--- config.mk ---
export PLATFORM = sky130hd
export DESIGN_NAME = line_ending_converter
export DESIGN_NICKNAME = d
export VERILOG_FILES = /design/src/hw/rtl/lec_pkg.sv /design/src/hw/rtl/line_ending_converter.sv /design/src/hw/rtl/lec_front.sv /design/src/hw/rtl/lec_fifo.sv /design/src/hw/rtl/lec_back.sv
export SDC_FILE = /design/constraint.sdc
export NUM_CORES = 1
export LEC_CHECK = 0
export ABC_CLOCK_PERIOD_IN_PS = 4700
export BUFFER_PORTS_ARGS = -buffer_cell sky130_fd_sc_hd__buf_2
export CAP_MARGIN = 25
export CORE_ASPECT_RATIO = 1.1
export CORE_UTILIZATION = 64
export CTS_CLUSTER_DIAMETER = 80
export DETAILED_ROUTE_END_ITERATION = 10
export MAX_ROUTING_LAYER = met4
export PLACE_DENSITY = 0.81
export SLEW_MARGIN = 30
export SYNTH_ARGS = -nofsm -noshare
export SYNTH_HDL_FRONTEND = slang
export SYNTH_SLANG_ARGS = --single-unit
--- constraint.sdc ---
create_clock -name clk -period 4.7 [get_ports clk]
set_clock_uncertainty 0.15 [all_clocks]
set_input_delay 0.94 -clock clk [delete_from_list [all_inputs] [get_ports clk]]
set_output_delay 0.94 -clock clk [all_outputs]
set_load 0.005 [all_outputs]
--- src/hw/rtl/lec_pkg.sv ---
package lec_pkg;

  localparam logic [7:0] CH_LF  = 8'd10;
  localparam logic [7:0] CH_CR  = 8'd13;
  localparam logic [7:0] CH_SUB = 8'd26;
  localparam logic [7:0] CH_RS  = 8'd30;

  localparam int unsigned QUEUE_DEPTH = 2;

  typedef enum logic [1:0] {
    MODE_DOS_UNIX = 2'd0,
    MODE_DOS_REC  = 2'd1,
    MODE_UNIX_DOS = 2'd2,
    MODE_PASS     = 2'd3
  } mode_t;

  // one or two results caused by a single input byte
  typedef struct packed {
    logic       two;
    logic [7:0] b0;
    logic       v0;
    logic [7:0] b1;
    logic       send;
  } lec_entry_t;

endpackage

--- src/hw/rtl/line_ending_converter.sv ---
// Channel | Dir | Ports                          | Content
// in_     | in  | tvalid tready tdata tlast      | raw byte, last byte of stream
// out_    | out | tvalid tready tdata tuser tlast| converted byte, flags, run end
// cfg_    | in  | wr_en wr_data                  | conversion mode
//
// One input byte per cycle while the queue has room; a byte that expands to
// two results (CR LF, or a held CR ahead of another byte) gives two output
// transfers, the second from a pending register. Input passes through the
// queue and the output register. Reset clears the mode to record form and
// the CR state. Either side may stall; the queue absorbs the difference.
module line_ending_converter #(
  parameter int unsigned QUEUE_DEPTH = lec_pkg::QUEUE_DEPTH
) (
  input  logic       clk,
  input  logic       rst_n,
  input  logic       cfg_wr_en,
  input  logic [1:0] cfg_wr_data,
  input  logic       in_tvalid,
  output logic       in_tready,
  input  logic [7:0] in_tdata,   // [7:0] in_byte
  input  logic       in_tlast,
  output logic       out_tvalid,
  input  logic       out_tready,
  output logic [7:0] out_tdata,  // [7:0] out_byte
  output logic [1:0] out_tuser,  // [0] byte_valid, [1] stream_end
  output logic       out_tlast
);
  import lec_pkg::*;

  logic       push_valid, push_ready, pop_valid, pop_ready;
  lec_entry_t push_data, pop_data;

  lec_front u_front (
    .clk        (clk),
    .rst_n      (rst_n),
    .cfg_wr_en  (cfg_wr_en),
    .cfg_wr_data(cfg_wr_data),
    .in_valid   (in_tvalid),
    .in_ready   (in_tready),
    .in_byte    (in_tdata),
    .in_last    (in_tlast),
    .push_valid (push_valid),
    .push_ready (push_ready),
    .push_data  (push_data)
  );

  lec_fifo #(.DEPTH(QUEUE_DEPTH)) u_fifo (
    .clk       (clk),
    .rst_n     (rst_n),
    .push_valid(push_valid),
    .push_ready(push_ready),
    .push_data (push_data),
    .pop_valid (pop_valid),
    .pop_ready (pop_ready),
    .pop_data  (pop_data)
  );

  lec_back u_back (
    .clk       (clk),
    .rst_n     (rst_n),
    .pop_valid (pop_valid),
    .pop_ready (pop_ready),
    .pop_data  (pop_data),
    .out_tvalid(out_tvalid),
    .out_tready(out_tready),
    .out_tdata (out_tdata),
    .out_tuser (out_tuser),
    .out_tlast (out_tlast)
  );

endmodule

--- src/hw/rtl/lec_front.sv ---
module lec_front (
  input  logic                clk,
  input  logic                rst_n,
  input  logic                cfg_wr_en,
  input  logic [1:0]          cfg_wr_data,
  input  logic                in_valid,
  output logic                in_ready,
  input  logic [7:0]          in_byte,
  input  logic                in_last,
  output logic                push_valid,
  input  logic                push_ready,
  output lec_pkg::lec_entry_t push_data
);
  import lec_pkg::*;

  mode_t      mode_r;
  logic       held_cr_r, held_cr_nxt;
  logic       stopped_r, stopped_nxt;
  logic [1:0] n;
  logic [7:0] bb0, bb1;
  logic       accept;

  assign in_ready = push_ready;
  assign accept   = in_valid && push_ready;

  always_comb begin
    n           = 2'd0;
    bb0         = 8'h00;
    bb1         = 8'h00;
    held_cr_nxt = held_cr_r;
    stopped_nxt = stopped_r;
    if (stopped_r) begin
      n = 2'd0;
    end else if (mode_r == MODE_PASS) begin
      if (held_cr_r) begin
        bb0 = CH_CR;
        bb1 = in_byte;
        n   = 2'd2;
      end else begin
        bb0 = in_byte;
        n   = 2'd1;
      end
      held_cr_nxt = 1'b0;
    end else if (in_byte == CH_CR) begin
      if (held_cr_r) begin
        bb0 = CH_CR;
        n   = 2'd1;
      end
      held_cr_nxt = 1'b1;
    end else if (in_byte == CH_LF) begin
      if (mode_r == MODE_UNIX_DOS) begin
        bb0 = CH_CR;
        bb1 = CH_LF;
        n   = 2'd2;
      end else if (held_cr_r) begin
        bb0 = (mode_r == MODE_DOS_REC) ? CH_RS : CH_LF;
        n   = 2'd1;
      end else begin
        bb0 = CH_LF;
        n   = 2'd1;
      end
      held_cr_nxt = 1'b0;
    end else if (in_byte == CH_SUB && mode_r != MODE_UNIX_DOS) begin
      if (held_cr_r) begin
        bb0 = CH_CR;
        n   = 2'd1;
      end
      held_cr_nxt = 1'b0;
      if (mode_r == MODE_DOS_REC) begin
        stopped_nxt = 1'b1;
      end else if (!in_last) begin
        if (n == 2'd0) begin
          bb0 = CH_SUB;
        end else begin
          bb1 = CH_SUB;
        end
        n = n + 2'd1;
      end
    end else begin
      if (held_cr_r) begin
        bb0 = CH_CR;
        bb1 = in_byte;
        n   = 2'd2;
      end else begin
        bb0 = in_byte;
        n   = 2'd1;
      end
      held_cr_nxt = 1'b0;
    end

    // flush a held CR at stream end
    if (in_last && held_cr_nxt && n != 2'd2) begin
      if (n == 2'd0) begin
        bb0 = CH_CR;
      end else begin
        bb1 = CH_CR;
      end
      n = n + 2'd1;
    end
    if (in_last) begin
      held_cr_nxt = 1'b0;
      stopped_nxt = 1'b0;
    end
  end

  always_comb begin
    push_valid     = accept && (n != 2'd0 || in_last);
    push_data.two  = (n == 2'd2);
    push_data.b0   = bb0;
    push_data.v0   = (n != 2'd0);
    push_data.b1   = bb1;
    push_data.send = in_last;
  end

  always_ff @(posedge clk) begin
    if (!rst_n) begin
      mode_r    <= MODE_DOS_REC;
      held_cr_r <= 1'b0;
      stopped_r <= 1'b0;
    end else begin
      if (cfg_wr_en) begin
        mode_r <= mode_t'(cfg_wr_data);
      end
      if (accept) begin
        held_cr_r <= held_cr_nxt;
        stopped_r <= stopped_nxt;
      end
    end
  end

endmodule

--- src/hw/rtl/lec_fifo.sv ---
module lec_fifo #(
  parameter int unsigned DEPTH = lec_pkg::QUEUE_DEPTH
) (
  input  logic                clk,
  input  logic                rst_n,
  input  logic                push_valid,
  output logic                push_ready,
  input  lec_pkg::lec_entry_t push_data,
  output logic                pop_valid,
  input  logic                pop_ready,
  output lec_pkg::lec_entry_t pop_data
);
  import lec_pkg::*;

  localparam int unsigned PW = (DEPTH > 1) ? $clog2(DEPTH) : 1;
  localparam int unsigned CW = $clog2(DEPTH + 1);

  lec_entry_t    mem_r [DEPTH];
  logic [PW-1:0] wr_ptr_r, rd_ptr_r;
  logic [CW-1:0] count_r;
  logic          do_push, do_pop;

  function automatic logic [PW-1:0] ptr_inc(input logic [PW-1:0] p);
    return (p == PW'(DEPTH - 1)) ? '0 : p + 1'b1;
  endfunction

  assign push_ready = (count_r != CW'(DEPTH));
  assign pop_valid  = (count_r != '0);
  assign pop_data   = mem_r[rd_ptr_r];
  assign do_push    = push_valid && push_ready;
  assign do_pop     = pop_valid && pop_ready;

  always_ff @(posedge clk) begin
    if (do_push) begin
      mem_r[wr_ptr_r] <= push_data;
    end
  end

  always_ff @(posedge clk) begin
    if (!rst_n) begin
      wr_ptr_r <= '0;
      rd_ptr_r <= '0;
      count_r  <= '0;
    end else begin
      if (do_push) begin
        wr_ptr_r <= ptr_inc(wr_ptr_r);
      end
      if (do_pop) begin
        rd_ptr_r <= ptr_inc(rd_ptr_r);
      end
      if (do_push && !do_pop) begin
        count_r <= count_r + 1'b1;
      end else if (do_pop && !do_push) begin
        count_r <= count_r - 1'b1;
      end
    end
  end

endmodule

--- src/hw/rtl/lec_back.sv ---
module lec_back (
  input  logic                clk,
  input  logic                rst_n,
  input  logic                pop_valid,
  output logic                pop_ready,
  input  lec_pkg::lec_entry_t pop_data,
  output logic                out_tvalid,
  input  logic                out_tready,
  output logic [7:0]          out_tdata,
  output logic [1:0]          out_tuser,
  output logic                out_tlast
);
  import lec_pkg::*;

  logic       out_valid_r, out_valid_nxt;
  logic [7:0] out_byte_r, out_byte_nxt;
  logic       out_bv_r, out_bv_nxt;
  logic       out_last_r, out_last_nxt;
  logic       out_send_r, out_send_nxt;
  logic       pend_r, pend_nxt;
  logic [7:0] pend_byte_r, pend_byte_nxt;
  logic       pend_send_r, pend_send_nxt;
  logic       load;

  assign load      = !out_valid_r || out_tready;
  assign pop_ready = load && !pend_r;

  always_comb begin
    out_valid_nxt = out_valid_r;
    out_byte_nxt  = out_byte_r;
    out_bv_nxt    = out_bv_r;
    out_last_nxt  = out_last_r;
    out_send_nxt  = out_send_r;
    pend_nxt      = pend_r;
    pend_byte_nxt = pend_byte_r;
    pend_send_nxt = pend_send_r;
    if (load) begin
      if (pend_r) begin
        out_valid_nxt = 1'b1;
        out_byte_nxt  = pend_byte_r;
        out_bv_nxt    = 1'b1;
        out_last_nxt  = 1'b1;
        out_send_nxt  = pend_send_r;
        pend_nxt      = 1'b0;
      end else if (pop_valid) begin
        out_valid_nxt = 1'b1;
        out_byte_nxt  = pop_data.b0;
        out_bv_nxt    = pop_data.v0;
        out_last_nxt  = !pop_data.two;
        out_send_nxt  = pop_data.send && !pop_data.two;
        pend_nxt      = pop_data.two;
        pend_byte_nxt = pop_data.b1;
        pend_send_nxt = pop_data.send;
      end else begin
        out_valid_nxt = 1'b0;
      end
    end
  end

  always_ff @(posedge clk) begin
    if (!rst_n) begin
      out_valid_r <= 1'b0;
      pend_r      <= 1'b0;
    end else begin
      out_valid_r <= out_valid_nxt;
      pend_r      <= pend_nxt;
    end
  end

  always_ff @(posedge clk) begin
    out_byte_r  <= out_byte_nxt;
    out_bv_r    <= out_bv_nxt;
    out_last_r  <= out_last_nxt;
    out_send_r  <= out_send_nxt;
    pend_byte_r <= pend_byte_nxt;
    pend_send_r <= pend_send_nxt;
  end

  assign out_tvalid = out_valid_r;
  assign out_tdata  = out_byte_r;
  assign out_tuser  = {out_send_r, out_bv_r};
  assign out_tlast  = out_last_r;

endmodule

* Word-level counts from Yosys, hierarchy flattened *
Memory sizes are Yosys's and may differ from the RTL's. A register that Yosys moved wholly into a read port is not among the register bits.
Cells that the tools add are included.

word-level totals
  flip-flop bits (word level) = 30
  memory bits (writable) = 38
  input bits = 16
  output and inout bits = 13
  memories = 1

cells by class
  $add $sub $neg = 6
  equality and inequality tests = 10
  muxes and demuxes = 72
  bitwise logic cells = 1
  reduce and logical (&&, ||, !) cells = 26

memories
  name          words  bits a word  read ports  clocked after Yosys merged registers in  wr ports  line            RTL
  u_fifo.mem_r  2      19           1           1                                        1         lec_fifo.sv:18  lec_entry_t mem_r [DEPTH];

operators with widths
  cell                 number
  $mux 8               24
  $mux 2               17
  $mux 1               26
  $eq 8x4->1 const B   2
  $mux 5               3
  $logic_and 1x1->1    11
  $eq 8x5->1 const B   1
  $mux 4               2
  $reduce_bool 2->1    4
  $add 2x1->2 const B  3
  $eq 2x2->1 const B   3
  $ne 2x2->1 const B   3
  $logic_not 1->1      5
  $logic_not 2->1      2
  $reduce_and 3->1     1
  $add 1x1->1 const B  2
  $eq 2x1->1 const B   1
  $logic_or 1x1->1     2
  $reduce_and 2->1     1
  $sub 2x1->2 const B  1
  $not 1->1            1

* Logic depth before layout (Yosys ltp) *
  word-level depth = 26
  mapped depth = 13
  gate-level depth less buffers = 12

* By module *
From an unflattened synthesis, not the netlist that was laid out.

second synthesis, totals
  cell total of the unflattened synthesis = 264
  area total of the unflattened synthesis = 3472.1 µm²

by module, submodules not included
  module     instances  cells each  area each (µm²)  seq. area each (µm²)
  lec_fifo   1          83          1610.3           1241.2
  lec_front  1          134         996.0            80.1
  lec_back   1          47          865.8            640.6

* Least setup slack after synthesis *
Ideal clock, no wire load.

  kind = in2reg
  from = in in_tdata[3]
  to = mem u_fifo.mem_r[1][0] in the netlist's numbering (enable)
  setup time = 395 ps
  data arrival time = 2906 ps
  required time = 4155 ps
  setup slack = 1249 ps
  cell stages on the path = 8
  path through = buf_2 -> and4bb_1 -> buf_2 -> a21oi_1 -> a311oi_1 -> o31a_1 -> o31ai_4 -> nor2_1

on the way
  cells in the longest elaborated chain, start to end = 16
  elaborated cells between the ends (all ways) = 23

RTL lines
  item                                                 line                         RTL
  start: declaration                                   line_ending_converter.sv:20  input logic [7:0] in_tdata,
  branches (longest 9 deep; another with $add 2x1->2)  --
  $mux 2 *                                             lec_front.sv:92              if (in_last && held_cr_nxt && n != 2'd2) begin
  $reduce_bool 2->1 *                                  lec_front.sv:107             push_valid = accept && (n != 2'd0 || in_last);
  $logic_or 1x1->1 *                                   lec_front.sv:107
  $logic_and 1x1->1 *                                  lec_front.sv:107
  $logic_and 1x1->1 *                                  lec_fifo.sv:30               assign do_push = push_valid && push_ready;
  $mux 1 *                                             lec_fifo.sv:34               if (do_push) begin
  $mux 1 (not written as such) *                       lec_fifo.sv:35               mem_r[wr_ptr_r] <= push_data;
  end: declaration                                     lec_fifo.sv:18

Mark *: on every way between the ends.

* Worst setup path in the final report *
  from = in in_tdata[4]
  to = reg u_fifo.count_r[1]

on the way
  cells in the longest elaborated chain, start to end = 17
  elaborated cells between the ends (all ways) = 26

RTL lines
  item                                                 line              RTL
  branches (longest 9 deep; another with $add 2x1->2)  --
  $mux 2 *                                             lec_front.sv:92
  $reduce_bool 2->1 *                                  lec_front.sv:107
  $logic_or 1x1->1 *                                   lec_front.sv:107
  $logic_and 1x1->1 *                                  lec_front.sv:107
  $logic_and 1x1->1 *                                  lec_fifo.sv:30
  via u_fifo.do_push                                   lec_fifo.sv:21    logic do_push, do_pop;
  $logic_not 1->1                                      lec_fifo.sv:53    end else if (do_pop && !do_push) begin
  $logic_and 1x1->1                                    lec_fifo.sv:53
  $reduce_bool 2->1 (no line)                          --
  end signal: assignment                               lec_fifo.sv:52    count_r <= count_r + 1'b1;
  end signal: assignment                               lec_fifo.sv:54    count_r <= count_r - 1'b1;
  end: declaration                                     lec_fifo.sv:20    logic [CW-1:0] count_r;

Mark *: on every way through the listed nets, which the timed path passes.
A chain may end at the register's enable or synchronous reset.

==> run metrics <==
total wire length=roughly 6400 um; met2 Use GR=between 40% and 50%; adder and majority cell fraction of the synthesized area=~2.2%; Layout Nets=roughly 340; root buffer cell=clkbuf_8; Primary FF master, synth=edfxtp_1; post-route DRC violation count=0; Reg2Reg Capture Point=u_fifo.count_r[1]; combinational group share of total power=21.0%; switching part of the total power=between 20 and 30%; post-route antenna net violation count=0; IR Drop Worst-Case VDD=between 0.2 and 0.3 mV; global placer's final weighted congestion=0.966; Async SR Flop Fraction=0%; I/O Pins=29; Slowest cell on crit path=or4_4; total power per unit cell area=slightly below 500 mW/mm2; CP Capture Type=register; pre-CTS worst setup slack=1020 ps; clock buffers created by TritonCTS=9; Top delay family on crit path=simple AND/OR/NAND/NOR gates; Inserted Diodes=0; final setup margin=around 1400 ps; part of the Yosys area used for sequential elements=around 58%; number of antenna violations at the first check in global routing=0; initial cell density of the core=approximately two thirds; register-to-register path setup slack=between 1500 and 2000 ps; Netlist Area Pre-Place=~0.0034 mm2; overall power after layout=roughly 1.9 mW; number of synthesized flops with an enable pin=58; Highest Clock Rate=299 MHz; DP HPWL=about 4500 um; RSZ-0062 raised after global routing=no; number of synthesis warnings=0; final non-filler cell total=roughly 380; final number of setup-violating endpoints=0; switching component of the power=approximately 0.52 mW; required time reported for the critical path endpoint=slightly below 5000 ps; worst hold path type=reg2reg; vias in the first global route=approximately 2200; synthesis-to-layout area growth=11.2%; worst-margin pin slew=about 830 ps; WL per Instance=around 17 um; vias per inst=between 5 and 6; accumulated negative setup slack=0 ps; post-layout utilization of the core=around 75%; Max Cap Violations=0; proportion of synthesized area in mux cells=approximately 6.5%; leakage power of the design=approximately 1.4 nW; Internal Dissipation=approximately 1.4 mW; chain of cells forming the critical path=buf_2 > or4_4 > nor2_4 > a31oi_4 > o211a_4 > o31ai_4 > inv_2 > ha_1 > or3_1 > a21boi_0; crit start category=input pin; max-slew headroom at the worst pin=~45%; number of storage elements in the synthesis netlist=69; final cell area excluding filler cells=approximately 0.0038 mm2; buffer and inverter count on the worst path=2; Port Buffer Count=28; count of different cell masters after synthesis=58; # hold bufs at CTS=0; worst setup path startpoint=in_tdata[4]; met1 Resource Use GR=between 30% and 40%; hold slack final=approximately 340 ps; per-instance average area after synthesis=~12 um2; grt peak-use layer=met2; biggest fanout along the worst timing path=12; data arrival at the endpoint of the critical path=roughly 3500 ps; number of max-slew violations in the final report=0; run status=completed; number of hold violations in the final report=0; placed instance count=366; start of the worst register-to-register path=u_front.held_cr_r; slowest cell delay on critical path=slightly below 600 ps; commonest non-fill, non-tap cells in the layout=edfxtp_1 (58), nand2_1 (28), buf_2 (28); first-pass iteration count of the detailed router=4; largest family of logic cells by synthesized area=simple AND/OR/NAND/NOR gates; total die area=~0.0056 mm2; placement row count=27; clock tree buffer depth=2; post-CTS setup buffers=0; count of clock tree sinks=69; most common cell after layout, fill and taps aside=edfxtp_1; via count=2284; R2R cell count=12; WS Path Type=in2reg; portion of total power attributed to the clock network=approximately 28%; gate count of the mapped netlist=around 300; fraction of final layout cells with drive strength greater than 1=21.0%; Die Height=between 70 and 80 um; global-route track usage on met3=around 4.4%; xor and xnor fraction of the mapped netlist area=less than 1%; core region area=between 0.005 and 0.006 mm2; latest clock arrival within the worst-skew pair=between 300 and 400 ps; post-CTS sizing=0; hold path startpoint=u_fifo.wr_ptr_r; share of the cycle needed by the critical path after routing=71.1%; simple-gate share of the synthesized area=roughly 16%; clock tree from TritonCTS=done; compound-cell area share of the yosys netlist=a little over an eighth; total routing usage reported by global routing=25.4%; # H-tree levels=3; post-route minimum period=~3300 ps; die boundary width=around 70 um; number of violations reported at the end of detailed-routing iteration 0=roughly 180; wire length of the first global-routing pass=~10000 um; clock-pin slew of the registers on the worst-case setup and hold paths=70 ps; Hold Crit Depth=2; Min-Delay Endpoint=u_fifo.wr_ptr_r; instance area at placement=0.00357 mm2; GRT Residual Overflow=0; proportion of power drawn by flip-flops and latches=roughly half; syn_nets=around 320; maximum number of pins on one net before global-route repair=25
-- layer usage --
metal | part of all wire, % | vias up
li1 | - | 1130
met4 | 2.0 | 0
met2 | 50 | 54
met5 | 0 | -
met1 | 45 | 1088
met3 | 2.9 | 12
-- synth_stat cells (4+ instances only) --
master / instances / area (um2)
clkbuf_1: 10 / 37.5
nand2_1: 28 / 105
buf_2: 4 / 20.0
edfxtp_1: 58 / 1740
inv_1: 10 / 37.5
and2_1: 11 / 68.8
a21oi_1: 11 / 55.1
a21boi_0: 4 / 30.0
dfxtp_1: 11 / 220
nor3_1: 9 / 45.0
mux2i_1: 12 / 120
ha_1: 6 / 75.1
mux2_2: 9 / 101
nor2_1: 16 / 60.1
o21ai_0: 22 / 110
nand2b_1: 4 / 25.0
nor2b_1: 6 / 37.5
-- kinds of logic after synthesis --
family,count (synthesis)
simple gates,99
flops,69
compound gates,66
buf+inv,29
mux,21
fa+ha+maj,6
xor+xnor,3
-- flip-flops by register name (all words and copies together) (netlist names), 2 cells and up, named ones only --
name / cells
u_back.out_tdata: 8
u_back.pend_byte_r: 8
u_front.mode_r: 2
u_fifo.count_r: 2
u_fifo.mem_r: 38
-- area by class of cell --
| class | count | area [um2] |
|---|---|---|
| Clock buffer | 9 | 124 |
| Inverter | 12 | 45.0 |
| Tap cell | 58 | 72.6 |
| Multi-Input combinational cell | 195 | 1320 |
| Fill cell | 335 | 1270 |
| Timing Repair Buffer | 32 | 170 |
| Clock inverter | 7 | 98.8 |
| Sequential cell | 69 | 1960 |
-- how the worst max path moves through the flow --
stage | endpoint | cells after the start | slack, ps
final | u_fifo.count_r[1] | 10 | 1360
after global routing | u_fifo.mem_r[1][11] | 13 | 1240
after CTS | u_fifo.count_r[1] | 10 | 1360
after detailed placement | u_fifo.count_r[1] | 10 | 1020
after global placement | u_fifo.count_r[1] | 10 | 1070
after floorplan | u_fifo.mem_r[1][0] | 8 | 1250
-- power by group through the flow --
stage	sequential, mW	combinational, mW	clock, mW
finish	0.962	0.395	0.520
global route	0.981	0.440	0.554
CTS	0.964	0.402	0.529
detailed placement	0.976	0.397	0
global placement	0.971	0.384	0
floorplan	0.932	0.308	0
-- worst reg2reg max path, delay by kind of cell, from the launching register on --
kind,cells,cell delay (ps)
compound gates,4,880
fa+ha+maj,2,650
buf+inv,3,460
flops,1,310
simple gates,3,510
Power figures use the tool's default switching activity.
